===== config.mk =====
export PLATFORM = sky130hd
export DESIGN_NAME = quad_encoder_decoder
export DESIGN_NICKNAME = d
export VERILOG_FILES = /design/src/sv/qed_pkg.sv /design/src/sv/quad_encoder_decoder.sv
export VERILOG_INCLUDE_DIRS = /design/src /design/src/sv
export SDC_FILE = /design/constraint.sdc
export NUM_CORES = 1
export LEC_CHECK = 0
export ABC_AREA = 1
export BUFFER_PORTS_ARGS = -buffer_cell sky130_fd_sc_hd__buf_4
export CAP_MARGIN = 0
export CORE_MARGIN = 1.5
export CORE_UTILIZATION = 40
export CTS_CLUSTER_DIAMETER = 150
export DETAILED_ROUTE_END_ITERATION = 10
export PLACE_DENSITY_LB_ADDON = 0.3
export SYNTH_ARGS = -nofsm -noshare
export SYNTH_HDL_FRONTEND = slang
export SYNTH_SLANG_ARGS = --single-unit

===== constraint.sdc =====
create_clock -name clk -period 2.1 [get_ports clk]
set_input_delay 0.105 -clock clk [delete_from_list [all_inputs] [get_ports clk]]
set_output_delay 0.105 -clock clk [all_outputs]
set_load 0.05 [all_outputs]

===== src/sv/assert_macros.svh =====
// Assertion macros shared by the RTL of the quadrature decoder.
// Uses clk and rst_n from the module that includes this file.
`ifndef ASSERT_MACROS_SVH
`define ASSERT_MACROS_SVH
`ifndef SYNTHESIS
// Check a condition at every clock edge outside reset.
`define ASSERT_ALWAYS(lbl, expr) \
  lbl: assert property (@(posedge clk) disable iff (!rst_n) (expr)) \
    else $error("assertion failed");
// Check that a trigger is followed by a condition in the next cycle.
`define ASSERT_NEXT(lbl, trig, expr) \
  lbl: assert property (@(posedge clk) disable iff (!rst_n) (trig) |=> (expr)) \
    else $error("assertion failed");
`else
`define ASSERT_ALWAYS(lbl, expr)
`define ASSERT_NEXT(lbl, trig, expr)
`endif
`endif


===== src/sv/qed_pkg.sv =====
// Types, codes and the phase transition table of the quadrature decoder.
// No dependencies.
package qed_pkg;

  localparam int PIN_W   = 8;
  localparam int IDX_W   = 2;
  localparam int DIR_W   = 2;
  localparam int PHASE_W = 4;
  localparam int CODE_W  = 8;

  typedef logic [PIN_W-1:0]   pins_t;
  typedef logic [IDX_W-1:0]   enc_idx_t;
  typedef logic [DIR_W-1:0]   dir_t;
  typedef logic [PHASE_W-1:0] phase_t;
  typedef logic [CODE_W-1:0]  code_t;

  localparam dir_t DIR_NONE = 2'd0;
  localparam dir_t DIR_CW   = 2'd1;
  localparam dir_t DIR_CCW  = 2'd2;

  localparam code_t CODE_CW  = 8'hF0;
  localparam code_t CODE_CCW = 8'h0F;

  // Transition table; rows without an entry lead to phase 0 with no step.
  function automatic code_t step_code(input phase_t phase, input logic [1:0] pair);
    code_t code;
    code = 8'h00;
    case ({phase, pair})
      6'b0000_01: code = 8'h01;
      6'b0000_10: code = 8'h08;
      6'b0001_01: code = 8'h01;
      6'b0001_11: code = 8'h03;
      6'b0010_00: code = CODE_CCW;
      6'b0010_10: code = 8'h02;
      6'b0010_11: code = 8'h03;
      6'b0011_01: code = 8'h01;
      6'b0011_10: code = 8'h02;
      6'b0011_11: code = 8'h03;
      6'b0100_00: code = CODE_CW;
      6'b0100_01: code = 8'h04;
      6'b0100_11: code = 8'h0C;
      6'b1000_10: code = 8'h08;
      6'b1000_11: code = 8'h0C;
      6'b1100_01: code = 8'h04;
      6'b1100_10: code = 8'h08;
      6'b1100_11: code = 8'h0C;
      default:    code = 8'h00;
    endcase
    return code;
  endfunction

endpackage


===== src/sv/quad_encoder_decoder.sv =====
// Quadrature decoder for up to four two-bit rotary encoders.
// Depends on qed_pkg and assert_macros.svh.
//
// Input channel: in_valid / in_stall carries one pin byte (in_pin_levels),
// encoder k on bits 2k and 2k+1. Result channel: out_valid / out_stall
// carries one result per byte: out_encoder_index and out_direction
// (0 none, 1 clockwise, 2 counter-clockwise; index 0 when none).
// A transfer happens at a rising edge with valid high and stall low.
// With the result register free, a byte's result is offered from the cycle
// after it is accepted. Throughput is one byte per cycle while in_stall is
// low; the decode is a single table lookup between the pin/phase registers and the result
// register. A two-entry output stage (result register plus skid register)
// lets a byte be accepted while a result waits; in_stall rises only once
// both entries are full, and it is a register, so out_stall never reaches
// in_stall combinationally. While the receiver stalls, out_* hold.
// Reset (rst_n low, synchronous) clears the previous pins, every encoder
// phase and both output entries; in_stall is high during reset.
module quad_encoder_decoder #(
  parameter int NUM_ENCODERS = 4
) (
  input  logic              clk,
  input  logic              rst_n,
  input  logic              in_valid,
  output logic              in_stall,
  input  qed_pkg::pins_t    in_pin_levels,
  output logic              out_valid,
  input  logic              out_stall,
  output qed_pkg::enc_idx_t out_encoder_index,
  output qed_pkg::dir_t     out_direction
);
  import qed_pkg::*;

  pins_t    prev_r;
  phase_t   phase_r [NUM_ENCODERS];
  phase_t   phase_nxt [NUM_ENCODERS];

  logic     out_valid_r;
  enc_idx_t out_idx_r;
  dir_t     out_dir_r;
  logic     skid_valid_r;
  enc_idx_t skid_idx_r;
  dir_t     skid_dir_r;

  enc_idx_t idx_nxt;
  dir_t     dir_nxt;
  pins_t    changed;
  logic     accept;
  logic     out_free;

  assign in_stall = skid_valid_r || !rst_n;
  assign accept   = in_valid && !in_stall;
  assign out_free = !out_valid_r || !out_stall;
  assign changed  = in_pin_levels ^ prev_r;

  // Advance only the lowest encoder whose pins changed.
  always_comb begin
    logic   found;
    code_t  code;
    found   = 1'b0;
    code    = '0;
    idx_nxt = '0;
    dir_nxt = DIR_NONE;
    for (int k = 0; k < NUM_ENCODERS; k++) begin
      phase_nxt[k] = phase_r[k];
    end
    for (int k = 0; k < NUM_ENCODERS; k++) begin
      if (!found && (changed[2*k +: 2] != 2'b00)) begin
        found = 1'b1;
        code  = step_code(phase_r[k], in_pin_levels[2*k +: 2]);
        if (code == CODE_CW) begin
          phase_nxt[k] = '0;
          idx_nxt      = IDX_W'(k);
          dir_nxt      = DIR_CW;
        end else if (code == CODE_CCW) begin
          phase_nxt[k] = '0;
          idx_nxt      = IDX_W'(k);
          dir_nxt      = DIR_CCW;
        end else begin
          phase_nxt[k] = code[PHASE_W-1:0];
        end
      end
    end
  end

  always_ff @(posedge clk) begin
    if (!rst_n) begin
      prev_r <= '0;
      for (int k = 0; k < NUM_ENCODERS; k++) begin
        phase_r[k] <= '0;
      end
    end else if (accept) begin
      prev_r <= in_pin_levels;
      for (int k = 0; k < NUM_ENCODERS; k++) begin
        phase_r[k] <= phase_nxt[k];
      end
    end
  end

  // Output stage: result register fed from the skid entry first.
  always_ff @(posedge clk) begin
    if (!rst_n) begin
      out_valid_r  <= 1'b0;
      skid_valid_r <= 1'b0;
    end else begin
      if (out_free) begin
        if (skid_valid_r) begin
          out_valid_r  <= 1'b1;
          skid_valid_r <= 1'b0;
        end else begin
          out_valid_r <= accept;
        end
      end else if (accept) begin
        skid_valid_r <= 1'b1;
      end
    end
  end

  always_ff @(posedge clk) begin
    if (out_free) begin
      if (skid_valid_r) begin
        out_idx_r <= skid_idx_r;
        out_dir_r <= skid_dir_r;
      end else if (accept) begin
        out_idx_r <= idx_nxt;
        out_dir_r <= dir_nxt;
      end
    end else if (accept) begin
      skid_idx_r <= idx_nxt;
      skid_dir_r <= dir_nxt;
    end
  end

  assign out_valid         = out_valid_r;
  assign out_encoder_index = out_idx_r;
  assign out_direction     = out_dir_r;

`include "assert_macros.svh"

  `ASSERT_ALWAYS(a_skid_behind_out, !skid_valid_r || out_valid_r)
  `ASSERT_ALWAYS(a_dir_code, !out_valid_r || (out_dir_r != 2'd3))
  `ASSERT_ALWAYS(a_idle_index, !out_valid_r || (out_dir_r != DIR_NONE) || (out_idx_r == '0))
  `ASSERT_NEXT(a_accept_lands, accept, out_valid_r)
  `ASSERT_NEXT(a_step_idles_enc0, accept && (dir_nxt != DIR_NONE) && (idx_nxt == '0), phase_r[0] == '0)
  `ASSERT_ALWAYS(a_phase_row, phase_r[0] < 4'd13)

endmodule


; After elaboration in Yosys (flattened, before gate mapping)
; Memory sizes are Yosys's and may differ from the RTL's.
; Cells that the tools add are included.
[totals]
regBits = 18
latchBits = 0
ram_bits = 16
romBits = 2048
in_bits = 12
output_inout_bits = 6
word_cells = 101
mem_count = 5
[mem_list]
columns = name, depth, word_bits, rd, rd_ports_with_merged_regs, write_ports, line
row1 = (no name shown), 64, 8, 1, 0, 0, qed_pkg.sv:28  ; case ({phase, pair})
row2 = (no name shown), 64, 8, 1, 0, 0, qed_pkg.sv:28
row3 = (no name shown), 64, 8, 1, 0, 0, qed_pkg.sv:28
row4 = (no name shown), 64, 8, 1, 0, 0, qed_pkg.sv:28
row5 = phase_r, 4, 4, 4, 0, 4, quad_encoder_decoder.sv:34  ; phase_t phase_r [NUM_ENCODERS];
[op_classes]
n_addsub = 0
mul = 0
n_div = 0
n_lt_le_gt_ge = 0
n_eq_ne = 8
shift = 0
muxes = 53
bitwise = 7
reduce_logical = 21
[op_table]
columns = op, n
row1 = $mux 4, 16
row2 = $mux 2, 22
row3 = $eq 8x4->1 const B, 4
row4 = $eq 8x8->1 const B, 4
row5 = $mux 8, 4
row6 = $mux 1, 11
row7 = $reduce_bool 2->1, 5
row8 = $xor 8x8->8, 1
row9 = $logic_not 1->1, 7
row10 = $logic_and 1x1->1, 4
row11 = $or 1x1->1, 4
row12 = $reduce_and 2->1, 2
row13 = $logic_or 1x1->1, 2
row14 = $not 1->1, 2
row15 = $reduce_or 2->1, 1

; Longest topological paths before layout
[depth]
word_depth = 18
mapped_depth = 13
depth_no_buf = 13

; Least setup slack after synthesis
; No wires, ideal clock.
[synth_timing]
path_type = register -> register
start = register skid_valid_r
end = memory phase_r[0][0] (netlist bit) (enable)
arrival_time_ns = 1.531
required_time_ns = 1.739
path_slack_ns = 0.208
path_stages_with_launch = 6
path_buffers = 0
synth_period_minus_slack_ns = 1.892
cell_sequence = dfxtp_1 inv_2 nand2_1 nor2_4 inv_2 o21ai_0
[synth_rtl]
columns = element, line
row1 = start: declaration, quad_encoder_decoder.sv:40  ; logic skid_valid_r;
row2 = start signal: assignment, quad_encoder_decoder.sv:103  ; skid_valid_r <= 1'b0;
row3 = start signal: assignment, quad_encoder_decoder.sv:108  ; skid_valid_r <= 1'b0;
row4 = start signal: assignment, quad_encoder_decoder.sv:113  ; skid_valid_r <= 1'b1;
row5 = end: declaration, quad_encoder_decoder.sv:34

==> reports/metrics.yaml <==
run_status:
  status: "finished clean"
global_route:
  grt_overflow: 0
  antenna_found_initial: 0
  grt_max_degree: 15
  first_global_vias: 1883
  grt_pass1_wl_um: 8576
  track_usage_pct: 16.60
clock_tree:
  cts_resized: 0
  cts_tree: "yes"
  insertion_delay_ns: 0.29
  path_clk_slew_ns: 0.08
  cts_setup_buffers: 0
  cts-root-buf: "clkbuf_8"
  cts_hold_buf: 0
  cts_buffers: 5
  cts_htree_levels: 2
  cts_num_sinks: 34
  cts.path.max_buffers: 2
logic_synthesis:
  yosysUniqueCellTypes: 31
  avgSynthCellArea_um2: 7.800
  async_reset_ff_share_pct: 0
  ys.warnings.count: 0
  synth-main-ff-cell: "edfxtp_1"
  seq_area_frac_synth_pct: 36.78
  synthCells: 321
  synth_edf_count: 24
  synth_area_um2: 2504
  synth_top_area_share_pct: 28.79
  synth_area_leader_cell: "edfxtp_1"
  syn_nets: 353
  ys_top_cells_by_area: "edfxtp_1 (29%), nand2_1 (11%), ha_1 (10%), dfxtp_1 (8.0%), nand3_1 (6.8%)"
  ys_ff_latch: 34
sta:
  fin_crit_ns: 1.796
  setup_viol: 0
  tns_ns: 0
  rsz0062_at_grt: "false"
  fmax_ghz: 0.5567
  worst_clock_skew_ns: 0.01096
  finalHoldViolations: 0
  finalCritPeriodShare_pct: 85.54
  slew_headroom_pct: 60.98
  slew_viol_final: 0
  tightest_slew_ns: 0.5792
worst_hold_path:
  hold_class: "input pin to flip-flop"
die:
  die_w_um: 82.12
  start_util_pct: 41.79
  pin_count: 18
  die_h_um: 82.12
  core_um2: 5991
  fp-row-count: 28
  dieArea_um2: 6743
worst_setup_path:
  endpoint: "phase_r[0][0]$_SDFFCE_PP0P_"
  max_stage_delay_ns: 0.50
  path_buf_inv: 2
  crit_fanout: 9
  worst-endpoint-arrival_ns: 1.72
  rr_startpoint: "skid_valid_r$_SDFFE_PP0P_"
  reg2reg_slack_ns: 0.30
  criticalPathCategory: "flip-flop to flip-flop"
  r2r_cells: 5
  path_depth: 5
  critPathSlowestCell: "o21ai_0"
  reg2reg_to: "phase_r[0][0]$_SDFFCE_PP0P_"
  crit_chain: "inv_2 > nand2_1 > nor2_4 > inv_2 > o21ai_0"
  cp_top_family: "compound AO/OA/AOI/OAI gates"
  startpoint_type: "flip-flop"
  startpoint: "skid_valid_r$_SDFFE_PP0P_"
  cpMostUsedCell: "inv_2"
  cp-end-kind: "flip-flop"
  crit_required_ns: 2.03
cells_and_area:
  final_nets: 376
  stdcell_area_um2: 2838
  fillerInstances: 580
  final_common_cell: "nand2_1"
  layout-drive-gt1-share_pct: 21.45
  diodes: 0
  seqCellArea_um2: 920.9
  syn2layout_area_growth_pct: 13.34
  multiInputGateArea_um2: 1428
  final_cell_mix: "nand2_1 (73), nand3_1 (34), nor2_1 (32)"
placement:
  gp_congestion: 0.8100
  post_dp_cell_area_um2: 2724
  dpl.hpwl_um: 3889
  portBuffers: 17
drt:
  drtIter0Drc: 166
  routed_wl_um: 5042
  firstDrtPassIters: 4
  via_per_inst: 5.014
  routedWlPerCell_um: 12.00
  detail-route-antenna-nets: 0
  via_count: 2106
  drc: 0
power:
  power.leakage_nw: 1.254
  max-vdd-ir-drop_uv: 314.2
  total_power_w: 0.001713
  power-per-cell-area_nw_per_um2: 603.7
job:
  cap_viol_max_count: 0
worst register-to-register path: cells and delay by family (launching register included):
kind | cells | cell delay, ns
AO/OA/AOI/OAI | 1 | 0.50
buffers and inverters | 2 | 0.21
flip-flops | 1 | 0.36
AND/OR/NAND/NOR | 2 | 0.35
registers in the layout, summed over array words and instances, names as in the netlist:
signal / count
out_encoder_index: 2
out_valid: 1
phase_r: 16
skid_dir_r: 2
prev_r: 8
skid_idx_r: 2
skid_valid_r: 1
out_direction: 2
through the flow:
| stage | util, % | hold WS, ns | setup slack [ns] | instances |
|---|---|---|---|---|
| floorplan | - | 0.2373 | 0.2080 | 321 |
| global placement | 45.47 | 0.4426 | 0.3731 | 412 |
| detailed placement | 45.47 | 0.4378 | 0.3151 | 412 |
| CTS | 47.37 | 0.1276 | 0.2811 | 420 |
| global route | 47.37 | 0.1384 | 0.1497 | 420 |
| finish | 47.37 | 0.1283 | 0.3037 | 420 |
cell type report:
type	count	area share, %
flip-flops and latches	34	32.45
clock inverters	3	1.587
multi-input cells	246	50.31
repair buffers	18	4.762
inverters	39	5.159
well taps	75	3.307
clock buffers	5	2.425
routing by layer:
metal / vias to the layer above / global-route usage, % / part of all wire (%)
met5: - / 0 / 0
met4: 0 / 5.932 / 1.2
met3: 5 / 3.407 / 3.2
met2: 39 / 25.98 / 45
met1: 940 / 22.63 / 51
li1: 1122 / - / -
cell families (layout without fill, tap and decap cells):
| kind of cell | count (synthesis) | count (layout) | synth area share (%) |
|---|---|---|---|
| adders and majority gates | 20 | 20 | 9.995 |
| DFF | 34 | 34 | 36.78 |
| buffers and inverters | 41 | 65 | 6.197 |
| AOI/OAI and AO/OA | 32 | 32 | 7.146 |
| and+or+nand+nor | 194 | 194 | 39.88 |
synth_stat cells (3+ instances only):
cell and count:
ha_1 20, nor2_2 7, nand2_2 5, inv_1 27, a31oi_1 3, nand2_1 73, dfxtp_1 10, nand3_1 34
nor3_1 5, nand3_2 8, nand4_1 12, nor2_1 32, a21oi_1 7, inv_2 12, o21ai_0 6, nor2_4 8
edfxtp_1 24, o21ai_1 11
where the power goes:
part	switching, W	leakage, nW	total (W)	internal, W
clock network	0.000271	0.0504	0.000624	0.000353
registers	0.0000357	0.334	0.000788	0.000752
logic	0.000198	0.870	0.000301	0.000103
worst min-delay path by stage:
stage              start                         to  depth (start not counted)
2_1_floorplan      rst_n     out_valid$_SDFFE_PN0P_                          2
3_3_place_gp   out_stall  skid_valid_r$_SDFFE_PP0P_                          3
3_5_place_dp   out_stall  skid_valid_r$_SDFFE_PP0P_                          3
4_1_cts        out_stall  skid_valid_r$_SDFFE_PP0P_                          3
5_1_grt        out_stall  skid_valid_r$_SDFFE_PP0P_                          3
6_report       out_stall  skid_valid_r$_SDFFE_PP0P_                          3
(Power assumes the default switching activity.)
